===== config.mk =====
export PLATFORM = sky130hd
export DESIGN_NAME = weather_led_show_sequencer
export DESIGN_NICKNAME = d
export VERILOG_FILES = /design/src/rtl/wls_pkg.sv /design/src/rtl/wls_sine.sv /design/src/rtl/wls_frame.sv /design/src/rtl/weather_led_show_sequencer.sv
export SDC_FILE = /design/constraint.sdc
export NUM_CORES = 2
export LEC_CHECK = 0
export BUFFER_PORTS_ARGS = -buffer_cell sky130_fd_sc_hd__buf_2
export CAP_MARGIN = 40
export CORE_MARGIN = 10
export CORE_UTILIZATION = 52
export CTS_CLUSTER_DIAMETER = 60
export DETAILED_ROUTE_END_ITERATION = 12
export GPL_ROUTABILITY_DRIVEN = 0
export PLACE_DENSITY = 0.68
export SLEW_MARGIN = 20
export SYNTH_ARGS = -nofsm -noshare
export SYNTH_HDL_FRONTEND = slang
export SYNTH_HIERARCHICAL = 1
export SYNTH_SLANG_ARGS = --single-unit

===== constraint.sdc =====
create_clock -name clk -period 20.7 [get_ports clk]
set_input_delay 1.035 -clock clk [delete_from_list [all_inputs] [get_ports clk]]
set_output_delay 1.035 -clock clk [all_outputs]
set_load 0.005 [all_outputs]

===== src/rtl/wls_pkg.sv =====
// Shared types and constants for the weather LED show sequencer.
`timescale 1ns / 1ps
`default_nettype none

package wls_pkg;

  // Request command codes
  typedef enum logic [1:0] {
    CMD_TICK   = 2'd0,
    CMD_REPORT = 2'd1,
    CMD_ERROR  = 2'd2,
    CMD_SKIP   = 2'd3
  } cmd_t;

  // Show codes: temperature shows equal temp_change, weather shows are weather_kind + 4
  typedef enum logic [3:0] {
    SHOW_NONE          = 4'd0,
    SHOW_MUCH_COLDER   = 4'd1,
    SHOW_LITTLE_COLDER = 4'd2,
    SHOW_LITTLE_WARMER = 4'd3,
    SHOW_MUCH_WARMER   = 4'd4,
    SHOW_CLEAR         = 4'd5,
    SHOW_FEW_CLOUDS    = 4'd6,
    SHOW_CLOUDY        = 4'd7,
    SHOW_SHOWER        = 4'd8,
    SHOW_RAIN          = 4'd9,
    SHOW_THUNDER       = 4'd10,
    SHOW_SNOW          = 4'd11,
    SHOW_FOG           = 4'd12,
    SHOW_ERROR         = 4'd13
  } show_t;

  typedef struct packed {
    logic [7:0] r;
    logic [7:0] g;
    logic [7:0] b;
  } rgb_t;

  // Light state of the strip: global level plus the even and odd colours
  typedef struct packed {
    logic [7:0] level;
    rgb_t       even_colour;
    rgb_t       odd_colour;
  } lights_t;

  // One computed frame and what it does to the sequencing state
  typedef struct packed {
    lights_t lights;
    logic    show_end;   // show finished, lights back to idle
    logic    restart;    // error loop wrapped, frame counter restarts
  } frame_out_t;

  // Phase counter control, one update per animation step
  typedef struct packed {
    logic load;
    logic to_zero;
    logic to_one;
  } phase_ctl_t;

  typedef logic [15:0] sine_t;

  localparam logic [7:0] LEVEL_FULL = 8'd255;

endpackage

`default_nettype wire


===== src/rtl/wls_sine.sv =====
// Phase counter and sine table for one animation period.
`timescale 1ns / 1ps
`default_nettype none

module wls_sine #(
  parameter int PERIOD = 64
) (
  input  wire logic                clk,
  input  wire logic                rst,
  input  wire wls_pkg::phase_ctl_t ctl,
  output wls_pkg::sine_t           sine
);

  localparam int PW = $clog2(PERIOD);
  localparam longint unsigned PI_Q30 = 64'd3373259426;

  // 32768*sin(pi*k/PERIOD) by an eight-term series in Q30, evaluated at elaboration
  function automatic logic [15:0] sine_at(input int unsigned idx);
    longint unsigned k;
    longint unsigned x;
    longint unsigned x2;
    longint unsigned term;
    longint unsigned sum;
    longint unsigned q;
    k = idx;
    if (2 * k > PERIOD) k = PERIOD - k;
    x = (k * PI_Q30) / PERIOD;
    x2 = (x * x) >> 30;
    term = x;
    sum = x;
    term = ((term * x2) >> 30) / 6;
    sum = (term > sum) ? 64'd0 : sum - term;
    term = ((term * x2) >> 30) / 20;
    sum = sum + term;
    term = ((term * x2) >> 30) / 42;
    sum = (term > sum) ? 64'd0 : sum - term;
    term = ((term * x2) >> 30) / 72;
    sum = sum + term;
    term = ((term * x2) >> 30) / 110;
    sum = (term > sum) ? 64'd0 : sum - term;
    term = ((term * x2) >> 30) / 156;
    sum = sum + term;
    term = ((term * x2) >> 30) / 210;
    sum = (term > sum) ? 64'd0 : sum - term;
    q = (sum + 64'd16384) >> 15;
    if (q > 64'd32768) q = 64'd32768;
    return q[15:0];
  endfunction

  logic [15:0]   rom [2**PW];
  logic [PW-1:0] phase;

  for (genvar i = 0; i < 2**PW; i++) begin : g_rom
    if (i < PERIOD) begin : g_used
      assign rom[i] = sine_at(i);
    end else begin : g_unused
      assign rom[i] = '0;
    end
  end

  // phase tracks frame_counter mod PERIOD
  always_ff @(posedge clk) begin
    if (rst) begin
      phase <= '0;
    end else if (ctl.load) begin
      if (ctl.to_zero) begin
        phase <= '0;
      end else if (ctl.to_one) begin
        phase <= PW'(1);
      end else if (phase == PW'(PERIOD - 1)) begin
        phase <= '0;
      end else begin
        phase <= phase + PW'(1);
      end
    end
  end

  assign sine = rom[phase];

endmodule

`default_nettype wire


===== src/rtl/wls_frame.sv =====
// Frame generator: one animation frame of the running show.
`timescale 1ns / 1ps
`default_nettype none

module wls_frame (
  input  wire wls_pkg::show_t     show,
  input  wire logic [9:0]         frame,
  input  wire logic               queue_busy,
  input  wire wls_pkg::lights_t   lights,
  input  wire wls_pkg::sine_t     sine_fast,
  input  wire wls_pkg::sine_t     sine_slow,
  output wls_pkg::frame_out_t     result
);

  localparam logic [9:0] SHOW_LAST   = 10'd900;
  localparam logic [9:0] TEMP_LAST   = 10'd256;
  localparam logic [9:0] FADE_LONG   = 10'd850;
  localparam logic [9:0] FADE_ERROR  = 10'd400;
  localparam logic [9:0] RISE_LAST   = 10'd127;
  localparam logic [9:0] TEMP_HOLD   = 10'd255;
  localparam int         FLASHES     = 15;

  localparam logic [9:0] FLASH_LO [FLASHES] = '{
    10'd50, 10'd100, 10'd115, 10'd300, 10'd350, 10'd370, 10'd390, 10'd410,
    10'd435, 10'd600, 10'd610, 10'd630, 10'd650, 10'd660, 10'd690
  };
  localparam logic [9:0] FLASH_HI [FLASHES] = '{
    10'd55, 10'd110, 10'd120, 10'd305, 10'd360, 10'd375, 10'd395, 10'd415,
    10'd445, 10'd605, 10'd615, 10'd640, 10'd655, 10'd665, 10'd695
  };

  function automatic wls_pkg::rgb_t mk_rgb(input logic [7:0] r, input logic [7:0] g,
                                           input logic [7:0] b);
    wls_pkg::rgb_t c;
    c.r = r;
    c.g = g;
    c.b = b;
    return c;
  endfunction

  // floor(a + (b - a) * s / 32768), never negative
  function automatic logic [7:0] blend(input logic [7:0] a, input logic [7:0] b,
                                       input wls_pkg::sine_t s);
    logic signed [9:0]  d;
    logic signed [26:0] dx;
    logic signed [26:0] sx;
    logic signed [26:0] t;
    d  = $signed({2'b00, b}) - $signed({2'b00, a});
    dx = 27'(d);
    sx = $signed({11'd0, s});
    t  = $signed({4'd0, a, 15'd0}) + dx * sx;
    return t[22:15];
  endfunction

  // rise over the first frames, fall toward fin, hold elsewhere
  function automatic logic [7:0] fade(input logic [9:0] f, input logic [9:0] fin,
                                      input logic [7:0] lvl);
    logic [10:0] reach;
    logic [9:0]  left;
    reach = {1'b0, f} + {1'b0, RISE_LAST};
    left  = fin - f;
    if (f <= RISE_LAST) begin
      return {f[6:0], 1'b0};
    end else if (reach >= {1'b0, fin} && f <= fin) begin
      return {left[6:0], 1'b0};
    end else begin
      return lvl;
    end
  endfunction

  wls_pkg::rgb_t  temp_colour;
  wls_pkg::rgb_t  grad_a;
  wls_pkg::rgb_t  grad_b;
  wls_pkg::rgb_t  mix;
  wls_pkg::sine_t sine;
  logic           fast;
  logic           flash;
  logic [7:0]     fall;

  always_comb begin
    temp_colour = mk_rgb(8'd0, 8'd0, 8'd0);
    grad_a      = mk_rgb(8'd255, 8'd255, 8'd255);
    grad_b      = mk_rgb(8'd0, 8'd0, 8'd0);
    fast        = 1'b0;
    unique case (show)
      wls_pkg::SHOW_MUCH_COLDER:   temp_colour = mk_rgb(8'd0, 8'd0, 8'd255);
      wls_pkg::SHOW_LITTLE_COLDER: temp_colour = mk_rgb(8'd40, 8'd90, 8'd255);
      wls_pkg::SHOW_LITTLE_WARMER: temp_colour = mk_rgb(8'd255, 8'd90, 8'd65);
      wls_pkg::SHOW_MUCH_WARMER:   temp_colour = mk_rgb(8'd255, 8'd0, 8'd0);
      wls_pkg::SHOW_CLEAR: begin
        grad_a = mk_rgb(8'd255, 8'd130, 8'd10);
        grad_b = mk_rgb(8'd255, 8'd190, 8'd0);
      end
      wls_pkg::SHOW_FEW_CLOUDS: grad_b = mk_rgb(8'd255, 8'd150, 8'd20);
      wls_pkg::SHOW_CLOUDY:     grad_b = mk_rgb(8'd100, 8'd100, 8'd100);
      wls_pkg::SHOW_SHOWER:     grad_b = mk_rgb(8'd25, 8'd25, 8'd255);
      wls_pkg::SHOW_RAIN: begin
        grad_a = mk_rgb(8'd0, 8'd0, 8'd10);
        grad_b = mk_rgb(8'd0, 8'd0, 8'd150);
        fast   = 1'b1;
      end
      wls_pkg::SHOW_SNOW: fast = 1'b1;
      default: ;
    endcase
  end

  assign sine  = fast ? sine_fast : sine_slow;
  assign mix.r = blend(grad_a.r, grad_b.r, sine);
  assign mix.g = blend(grad_a.g, grad_b.g, sine);
  assign mix.b = blend(grad_a.b, grad_b.b, sine);
  assign fall  = 8'(TEMP_HOLD - frame);

  always_comb begin
    flash = 1'b0;
    for (int i = 0; i < FLASHES; i++) begin
      if (frame >= FLASH_LO[i] && frame <= FLASH_HI[i]) flash = 1'b1;
    end
  end

  always_comb begin
    result          = '0;
    result.lights   = lights;
    unique case (show) inside
      wls_pkg::SHOW_MUCH_COLDER, wls_pkg::SHOW_LITTLE_COLDER,
      wls_pkg::SHOW_LITTLE_WARMER, wls_pkg::SHOW_MUCH_WARMER: begin
        if (frame >= TEMP_LAST) begin
          result.show_end = 1'b1;
        end else if (frame <= RISE_LAST) begin
          if (frame == '0) begin
            result.lights.even_colour = temp_colour;
            result.lights.odd_colour  = temp_colour;
          end
          result.lights.level = {frame[6:0], 1'b0};
        end else if (frame < TEMP_HOLD) begin
          result.lights.level = {fall[6:0], 1'b0};
        end
      end
      wls_pkg::SHOW_CLEAR, wls_pkg::SHOW_FEW_CLOUDS, wls_pkg::SHOW_CLOUDY,
      wls_pkg::SHOW_SHOWER, wls_pkg::SHOW_RAIN, wls_pkg::SHOW_SNOW: begin
        if (frame >= SHOW_LAST) begin
          result.show_end = 1'b1;
        end else begin
          if (frame == '0) begin
            result.lights.even_colour = grad_a;
            result.lights.odd_colour  = grad_b;
          end else begin
            result.lights.even_colour = mix;
            result.lights.odd_colour  = mix;
          end
          result.lights.level = fade(frame, FADE_LONG, lights.level);
        end
      end
      wls_pkg::SHOW_FOG: begin
        if (frame >= SHOW_LAST) begin
          result.show_end = 1'b1;
        end else begin
          if (frame == '0) begin
            result.lights.even_colour = mk_rgb(8'd50, 8'd50, 8'd50);
            result.lights.odd_colour  = mk_rgb(8'd50, 8'd50, 8'd50);
          end
          result.lights.level = fade(frame, FADE_LONG, lights.level);
        end
      end
      wls_pkg::SHOW_THUNDER: begin
        if (frame >= SHOW_LAST) begin
          result.show_end = 1'b1;
        end else begin
          result.lights.even_colour = flash ? mk_rgb(8'd255, 8'd255, 8'd255) : '0;
          result.lights.odd_colour  = flash ? mk_rgb(8'd255, 8'd255, 8'd255) : '0;
        end
      end
      wls_pkg::SHOW_ERROR: begin
        if (queue_busy) begin
          result.show_end = 1'b1;
        end else if (frame >= SHOW_LAST) begin
          result.restart = 1'b1;
        end else begin
          if (frame == '0) begin
            result.lights.even_colour = mk_rgb(8'd255, 8'd0, 8'd0);
            result.lights.odd_colour  = mk_rgb(8'd255, 8'd0, 8'd0);
          end
          result.lights.level = fade(frame, FADE_ERROR, lights.level);
        end
      end
      default: result.show_end = 1'b1;
    endcase
    // ending a show drops the strip back to idle
    if (result.show_end) begin
      result.lights.level       = wls_pkg::LEVEL_FULL;
      result.lights.even_colour = '0;
      result.lights.odd_colour  = '0;
    end
  end

endmodule

`default_nettype wire


===== src/rtl/weather_led_show_sequencer.sv =====
// Top level of the weather LED show sequencer: request register, sequencing state, result register.
`timescale 1ns / 1ps
`default_nettype none

// Channel   Direction  Handshake              Payload
// cfg       in         cfg_valid / cfg_ready  cfg_data (update_interval)
// in        in         in_valid / in_ready    cmd, temp_change, weather_kind
// out       out        out_valid / out_ready  brightness, even_*, odd_*
//
// One request per cycle while no result waits untaken; a request that emits a frame
// goes from the request register through the frame logic and state update into the
// result register. The path is the sine table, one 10x17 blend multiply and an add.
// Reset clears the sequencing state to idle (full level, dark strip) and loads update_interval with 20;
// cfg_ready is always high. A result that is not taken holds the request register, and
// in_ready drops only while both the request register and the result register are full.

module weather_led_show_sequencer #(
  parameter int FAST_PERIOD = 64,
  parameter int SLOW_PERIOD = 128
) (
  input  wire logic        clk,
  input  wire logic        rst,
  input  wire logic        cfg_valid,
  output logic             cfg_ready,
  input  wire logic [15:0] cfg_data,
  input  wire logic        in_valid,
  output logic             in_ready,
  input  wire logic [1:0]  cmd,
  input  wire logic [2:0]  temp_change,
  input  wire logic [3:0]  weather_kind,
  output logic             out_valid,
  input  wire logic        out_ready,
  output logic [7:0]       brightness,
  output logic [7:0]       even_red,
  output logic [7:0]       even_green,
  output logic [7:0]       even_blue,
  output logic [7:0]       odd_red,
  output logic [7:0]       odd_green,
  output logic [7:0]       odd_blue
);

  localparam logic [15:0] INTERVAL_RESET = 16'd20;

  typedef struct packed {
    wls_pkg::show_t first;
    wls_pkg::show_t second;
  } queue_t;

  // Enqueue into the two-slot queue; a full queue keeps only the newest show
  function automatic queue_t enqueue(input queue_t q, input wls_pkg::show_t s);
    queue_t r;
    r = q;
    if (q.first != wls_pkg::SHOW_NONE && q.second != wls_pkg::SHOW_NONE) begin
      r.first  = s;
      r.second = wls_pkg::SHOW_NONE;
    end else if (q.first != wls_pkg::SHOW_NONE) begin
      r.second = s;
    end else begin
      r.first = s;
    end
    return r;
  endfunction

  // Configuration register
  logic [15:0] update_interval;

  // Request register
  logic              req_valid;
  wls_pkg::cmd_t     req_cmd;
  logic [2:0]        req_temp;
  logic [3:0]        req_kind;

  // Sequencing state
  logic [15:0]       elapsed_ticks;
  logic [9:0]        frame_counter;
  wls_pkg::show_t    current_show;
  wls_pkg::show_t    queued_first;
  wls_pkg::show_t    queued_second;
  logic [7:0]        level;
  wls_pkg::rgb_t     even_colour;
  wls_pkg::rgb_t     odd_colour;

  logic [15:0]       elapsed_ticks_next;
  logic [9:0]        frame_counter_next;
  wls_pkg::show_t    current_show_next;
  wls_pkg::show_t    queued_first_next;
  wls_pkg::show_t    queued_second_next;
  wls_pkg::lights_t  lights_next;
  logic              emit;

  // Result register
  wls_pkg::lights_t  out_lights;

  logic              fire;
  logic [16:0]       tick_count;
  logic              update_due;
  logic              dequeue;
  wls_pkg::show_t    show_now;
  wls_pkg::show_t    queue_head;
  logic [9:0]        base_frame;
  wls_pkg::lights_t  lights;
  wls_pkg::frame_out_t frame_out;
  wls_pkg::phase_ctl_t phase_ctl;
  wls_pkg::sine_t    sine_fast;
  wls_pkg::sine_t    sine_slow;
  queue_t            queue_now;
  queue_t            queue_tmp;

  // Advance the request when the result register is free or being emptied
  assign fire      = req_valid && (!out_valid || out_ready);
  assign in_ready  = !req_valid || fire;
  assign cfg_ready = 1'b1;

  always_ff @(posedge clk) begin
    if (rst) begin
      update_interval <= INTERVAL_RESET;
    end else if (cfg_valid) begin
      update_interval <= cfg_data;
    end
  end

  always_ff @(posedge clk) begin
    if (rst) begin
      req_valid <= 1'b0;
    end else if (in_valid && in_ready) begin
      req_valid <= 1'b1;
    end else if (fire) begin
      req_valid <= 1'b0;
    end
  end

  always_ff @(posedge clk) begin
    if (in_valid && in_ready) begin
      req_cmd  <= wls_pkg::cmd_t'(cmd);
      req_temp <= temp_change;
      req_kind <= weather_kind;
    end
  end

  // An update fires on the tick that makes elapsed_ticks exceed the interval
  assign tick_count = {1'b0, elapsed_ticks} + 17'd1;
  assign update_due = tick_count > {1'b0, update_interval};

  // With nothing running, an update first pulls the next show from the queue at frame 0
  assign dequeue    = current_show == wls_pkg::SHOW_NONE;
  assign show_now   = dequeue ? queued_first : current_show;
  assign queue_head = dequeue ? queued_second : queued_first;
  assign base_frame = dequeue ? 10'd0 : frame_counter;

  assign lights.level       = level;
  assign lights.even_colour = even_colour;
  assign lights.odd_colour  = odd_colour;

  assign queue_now.first  = queued_first;
  assign queue_now.second = queued_second;

  wls_frame u_frame (
    .show       (show_now),
    .frame      (base_frame),
    .queue_busy (queue_head != wls_pkg::SHOW_NONE),
    .lights     (lights),
    .sine_fast  (sine_fast),
    .sine_slow  (sine_slow),
    .result     (frame_out)
  );

  wls_sine #(.PERIOD(FAST_PERIOD)) u_sine_fast (
    .clk  (clk),
    .rst  (rst),
    .ctl  (phase_ctl),
    .sine (sine_fast)
  );

  wls_sine #(.PERIOD(SLOW_PERIOD)) u_sine_slow (
    .clk  (clk),
    .rst  (rst),
    .ctl  (phase_ctl),
    .sine (sine_slow)
  );

  always_comb begin
    elapsed_ticks_next = elapsed_ticks;
    frame_counter_next = frame_counter;
    current_show_next  = current_show;
    queued_first_next  = queued_first;
    queued_second_next = queued_second;
    lights_next        = lights;
    emit               = 1'b0;
    phase_ctl          = '0;
    queue_tmp          = queue_now;
    if (fire) begin
      unique case (req_cmd)
        wls_pkg::CMD_TICK: begin
          if (!update_due) begin
            elapsed_ticks_next = tick_count[15:0];
          end else begin
            elapsed_ticks_next = '0;
            if (dequeue) begin
              queued_first_next  = queued_second;
              queued_second_next = wls_pkg::SHOW_NONE;
            end
            current_show_next = show_now;
            if (show_now == wls_pkg::SHOW_NONE) begin
              // idle update: frame counter parks at 0, nothing is emitted
              frame_counter_next = '0;
            end else begin
              emit        = 1'b1;
              lights_next = frame_out.lights;
              if (frame_out.show_end) current_show_next = wls_pkg::SHOW_NONE;
              frame_counter_next = frame_out.restart ? 10'd1 : base_frame + 10'd1;
            end
            phase_ctl.load    = 1'b1;
            phase_ctl.to_zero = frame_counter_next == '0;
            phase_ctl.to_one  = dequeue || frame_out.restart;
          end
        end
        wls_pkg::CMD_REPORT: begin
          if (req_temp >= 3'd1 && req_temp <= 3'd4) begin
            queue_tmp = enqueue(queue_tmp, wls_pkg::show_t'({1'b0, req_temp}));
          end
          if (req_kind >= 4'd1 && req_kind <= 4'd8) begin
            queue_tmp = enqueue(queue_tmp, wls_pkg::show_t'(req_kind + 4'd4));
          end
          queued_first_next  = queue_tmp.first;
          queued_second_next = queue_tmp.second;
        end
        wls_pkg::CMD_ERROR: begin
          // start the red loop at the current frame, drop anything queued
          current_show_next  = wls_pkg::SHOW_ERROR;
          queued_first_next  = wls_pkg::SHOW_NONE;
          queued_second_next = wls_pkg::SHOW_NONE;
        end
        wls_pkg::CMD_SKIP: begin
          queue_tmp          = enqueue(queue_tmp, wls_pkg::SHOW_NONE);
          queued_first_next  = queue_tmp.first;
          queued_second_next = queue_tmp.second;
        end
      endcase
    end
  end

  always_ff @(posedge clk) begin
    if (rst) begin
      elapsed_ticks <= '0;
      frame_counter <= '0;
      current_show  <= wls_pkg::SHOW_NONE;
      queued_first  <= wls_pkg::SHOW_NONE;
      queued_second <= wls_pkg::SHOW_NONE;
      level         <= wls_pkg::LEVEL_FULL;
      even_colour   <= '0;
      odd_colour    <= '0;
    end else begin
      elapsed_ticks <= elapsed_ticks_next;
      frame_counter <= frame_counter_next;
      current_show  <= current_show_next;
      queued_first  <= queued_first_next;
      queued_second <= queued_second_next;
      level         <= lights_next.level;
      even_colour   <= lights_next.even_colour;
      odd_colour    <= lights_next.odd_colour;
    end
  end

  // Result register: load on an emitted frame, drop once taken
  always_ff @(posedge clk) begin
    if (rst) begin
      out_valid <= 1'b0;
    end else if (emit) begin
      out_valid <= 1'b1;
    end else if (out_ready) begin
      out_valid <= 1'b0;
    end
  end

  always_ff @(posedge clk) begin
    if (emit) out_lights <= lights_next;
  end

  assign brightness = out_lights.level;
  assign even_red   = out_lights.even_colour.r;
  assign even_green = out_lights.even_colour.g;
  assign even_blue  = out_lights.even_colour.b;
  assign odd_red    = out_lights.odd_colour.r;
  assign odd_green  = out_lights.odd_colour.g;
  assign odd_blue   = out_lights.odd_colour.b;

  // A new result appears only from a request that advanced
  a_result_source: assert property (@(posedge clk) disable iff (rst)
    $rose(out_valid) |-> $past(fire))
    else $error("result appeared without an advancing request");

  // The second queue slot is never filled while the first is empty
  a_queue_order: assert property (@(posedge clk) disable iff (rst)
    queued_second != wls_pkg::SHOW_NONE |-> queued_first != wls_pkg::SHOW_NONE)
    else $error("queue holds a second show without a first");

  // With no show running the strip sits at full level and dark
  a_idle_lights: assert property (@(posedge clk) disable iff (rst)
    current_show == wls_pkg::SHOW_NONE |->
      (level == wls_pkg::LEVEL_FULL && even_colour == '0 && odd_colour == '0))
    else $error("idle sequencer holds stale lights");

endmodule

`default_nettype wire

==> results <==
- The area added between synthesis and finish is 4.44%.
- The number of slew-limit violations in the final report is 0.
- After synthesis, the mean cell area works out to 8.11 um2.
- Of the total power, the clock network draws 0.339.
- Across every metal layer, demand over resource in global routing totals 0.274.
- The antenna cell count is 0.
- The sink count of the clock tree is 190.
- The number of maximum-capacitance constraint violations is 0.
- For this run, the leading register cell type out of synthesis is sky130_fd_sc_hd__dfxtp_1.
- The proportion of netlist area held by the largest area contributor is 0.200.
- The hold buffer count at cts is 0.
- Of the cells placed in the final design, the portion with a size suffix greater than 1 is 0.105.
- Of the synthesized area, sequential elements account for 0.141.
- Entering global routing, the biggest net connects 101 pins.
- The switching portion of total power is 0.360.
- The number of library cell types mapped by synthesis is 122.
- The number of antenna violations at the first check in global routing is 0.
- The worst hold-check path type is reg2reg.
- The count of final setup violators is 0.
- The routed design has 97300 um of wire.
- After floorplanning, the core was sized to cover 60200 um2.
- The net load switching power is 356 uW.
- The sum of overflow across all layers after global routing is 0.
- Setup repair after global routing left no endpoint under its margin.
- Counting along the longest clock path gives a buffer depth of 2.
- The critical path's largest stage delay is 0.65 ns.
- Synthesis produced a netlist with a net count of 4439.
- The number of global-route vias before repair was 28187.
- The area of all sequential standard cells is 4460 um2.
- The element type at the critical path start is a register.
- The TritonCTS clock tree is built.
- The share of total power dissipated in combinational logic is 0.263.
- Clock-pin slew was measured on the worst setup and hold paths at 0.08 ns.
- The worst setup path is captured at a register.
- Dividing the final minimum period by the clock period gives 0.479.
- The detailed router finished its first iteration with 3523 violations.
- By area the synthesized netlist is led by sky130_fd_sc_hd__fa_1 (20%), sky130_fd_sc_hd__ha_1 (8.2%), sky130_fd_sc_hd__dfxtp_1 (7.9%), sky130_fd_sc_hd__edfxtp_1 (6.2%), sky130_fd_sc_hd__nor2_1 (5.1%).
- At the pin with the least slew margin, the transition time is 1.00 ns.
- Counting instances in the post-synthesis netlist gives the leading cell types as sky130_fd_sc_hd__nor2_1 (431), sky130_fd_sc_hd__inv_1 (365), sky130_fd_sc_hd__nand2_1 (343).
- In this run the horizontal extent of the chip is 266 um.
- In this run the count of I/O pins placed on the die edge is 89.
- The most numerous cell type found on the critical path is sky130_fd_sc_hd__a21o_1.
- The first detailed-routing pass ran for 8 iterations.
- The power density over the cells is 30.0 nW/um2.
- The run finished with clean final reports.
- The die outline height is 266 um.
- After synthesis the cells add up to 31500 um2.
- The detailed-route wire length per cell is 21.2 um.
- The maximum clock frequency is 101 MHz.
- sky130_fd_sc_hd__fa_1 takes more of the synthesized area than any other cell.
- In this run the tightest slew margin relative to its limit is 0.333.
- Across the VDD grid, the largest voltage drop is 0.0000749 V.
- Buffers placed on the I/O ports in this run total 87.
- The post-DP HPWL is 70000 um.
- The area of the multi-input gates is 24300 um2.
- CTS built an H-tree with a depth of 4.
- The overall die area is 70900 um2.
- In this run, CTS created clock tree buffers numbering 17.
- At the end of the flow the core is filled with cells to 0.547.
- The cell count after synthesis came out at 3887.
- The critical path data required time is 20.92 ns.
- The slowest cell on the critical path is sky130_fd_sc_hd__a21oi_1.
- Of all nets on the critical path, the largest fanout is 23.
- In this run the static leakage power is 0.0139 uW.
- For the worst-skew pair, the clock arrives at the later sink with an insertion delay of 0.48 ns.
- In the routed design, unresolved DRC markers number 0.
- The internal power of the cells is 631 uW.
- After filler insertion, the fill cell instance count of the layout stands at 5694.
- In the routed layout, each cell is associated on average with a via count of 6.38.
- The number of nets with antenna violations after detailed routing is 0.
- The number of failing hold endpoints at the final stage is 0.
- The initial standard-cell utilization of the core is 0.523.
- For this run, the post-layout net count is 4344.
- The routed design could run at a clock period as short as 9.91 ns.
- The total of warnings raised by yosys is 6.
- The worst setup path is of the reg2reg kind.
- Synthesis inferred 190 register bits.
- The most common cell in the netlist is sky130_fd_sc_hd__nor2_1.
- The number of gates resized after CTS is 0.
- Of all flip-flops after synthesis, the portion carrying an async set or reset was 0.
- The number of enable flip-flop cells after synthesis is 65.
- The post-CTS setup repair buffer count is 0.
- The first global-routing pass estimated 158000 um of wire.
- The initialized floorplan defines 90 standard-cell rows.
- The data arrival at the endpoint of the critical path is 10.13 ns.
- The maximum clock skew at final layout is 0.0156 ns.
- After routing, the total negative slack on setup checks comes to 0 ns.
- The routed layout has 29275 vias.
- Of the total power, registers draw 0.398.
- The master cell of the clock root buffer is sky130_fd_sc_hd__clkbuf_16.
## routing by layer
metal,vias up,global-route usage,part of all wire
met5,-,0,0
met4,0,0.109,0.040
met3,272,0.0429,0.087
met2,1547,0.430,0.45
met1,14070,0.371,0.42
li1,13386,-,-
## layout make-up
type / count / share of cell area
flip-flops and latches: 190 / 0.135
well taps: 782 / 0.0297
inverters: 377 / 0.0430
clock buffers: 18 / 0.0130
repair buffers: 175 / 0.0380
multi-input cells: 3031 / 0.737
clock inverters: 14 / 0.00422
## worst paths after layout
path | from | endpoint | slack, ns | depth (start not counted)
max reg2reg | current_show[3] | even_red[6] | 10.79 | 32
min reg2reg | elapsed_ticks[7] | elapsed_ticks[7] | 0.46 | 2
min | elapsed_ticks[7] | elapsed_ticks[7] | 0.46 | 2
max | current_show[3] | even_red[6] | 10.79 | 32
## critical path: cells and delay by family, from the launching register on
family	cells	cell delay (ns)
compound gates	14	3.91
fa+ha+maj	7	3.18
buf+inv	5	1.15
flops	1	0.44
simple gates	6	0.94
## logic make-up after synthesis
group	share of synthesized area
and+or+nand+nor	0.201
AOI/OAI and AO/OA	0.232
buffers and inverters	0.0924
adders and majority gates	0.283
DFF	0.141
muxes	0.0282
xor gates and xnor gates	0.0227
other	0.000119
## cells in the final DEF, fill, tap and decap left out, drive strengths merged, types with 57 or more instances in the layout
cell      n
nor2    434
inv     386
nand2   346
fa      315
a21oi   228
ha      207
o21ai   207
buf     175
o211ai  156
dfxtp   125
nand2b  122
nand3    88
nor3     79
edfxtp   65
a31oi    60
mux2i    57
## power by group through the flow
stage          sequential (uW)  combinational (uW)  clock, uW
2_1_floorplan              400                 182          0
3_3_place_gp               402                 247          0
3_5_place_dp               402                 250          0
4_1_cts                    393                 252        340
5_1_grt                    394                 280        351
6_report                   393                 260        334
## flip-flops by register name (all words and copies together), names as in the netlist, 7 cells and up
register	cells
frame_counter	10
odd_red	8
even_colour	24
u_sine_slow/phase	7
even_red	8
odd_green	8
brightness	8
odd_blue	8
even_green	8
even_blue	8
level	8
elapsed_ticks	16
update_interval	16
lights	24
## per-stage QoR
stage	worst slack (ns)	area, um2	std cells	total power (uW)	hold slack, ns
2_1_floorplan	11.33	31500	3887	582	0.432
3_3_place_gp	11.09	32100	4541	649	0.439
3_5_place_dp	10.95	32200	4548	652	0.449
4_1_cts	10.91	32800	4580	985	0.460
5_1_grt	10.08	32900	4587	1030	0.495
6_report	10.79	32900	4587	987	0.459
Note: power is estimated with default switching activity, not from simulation.
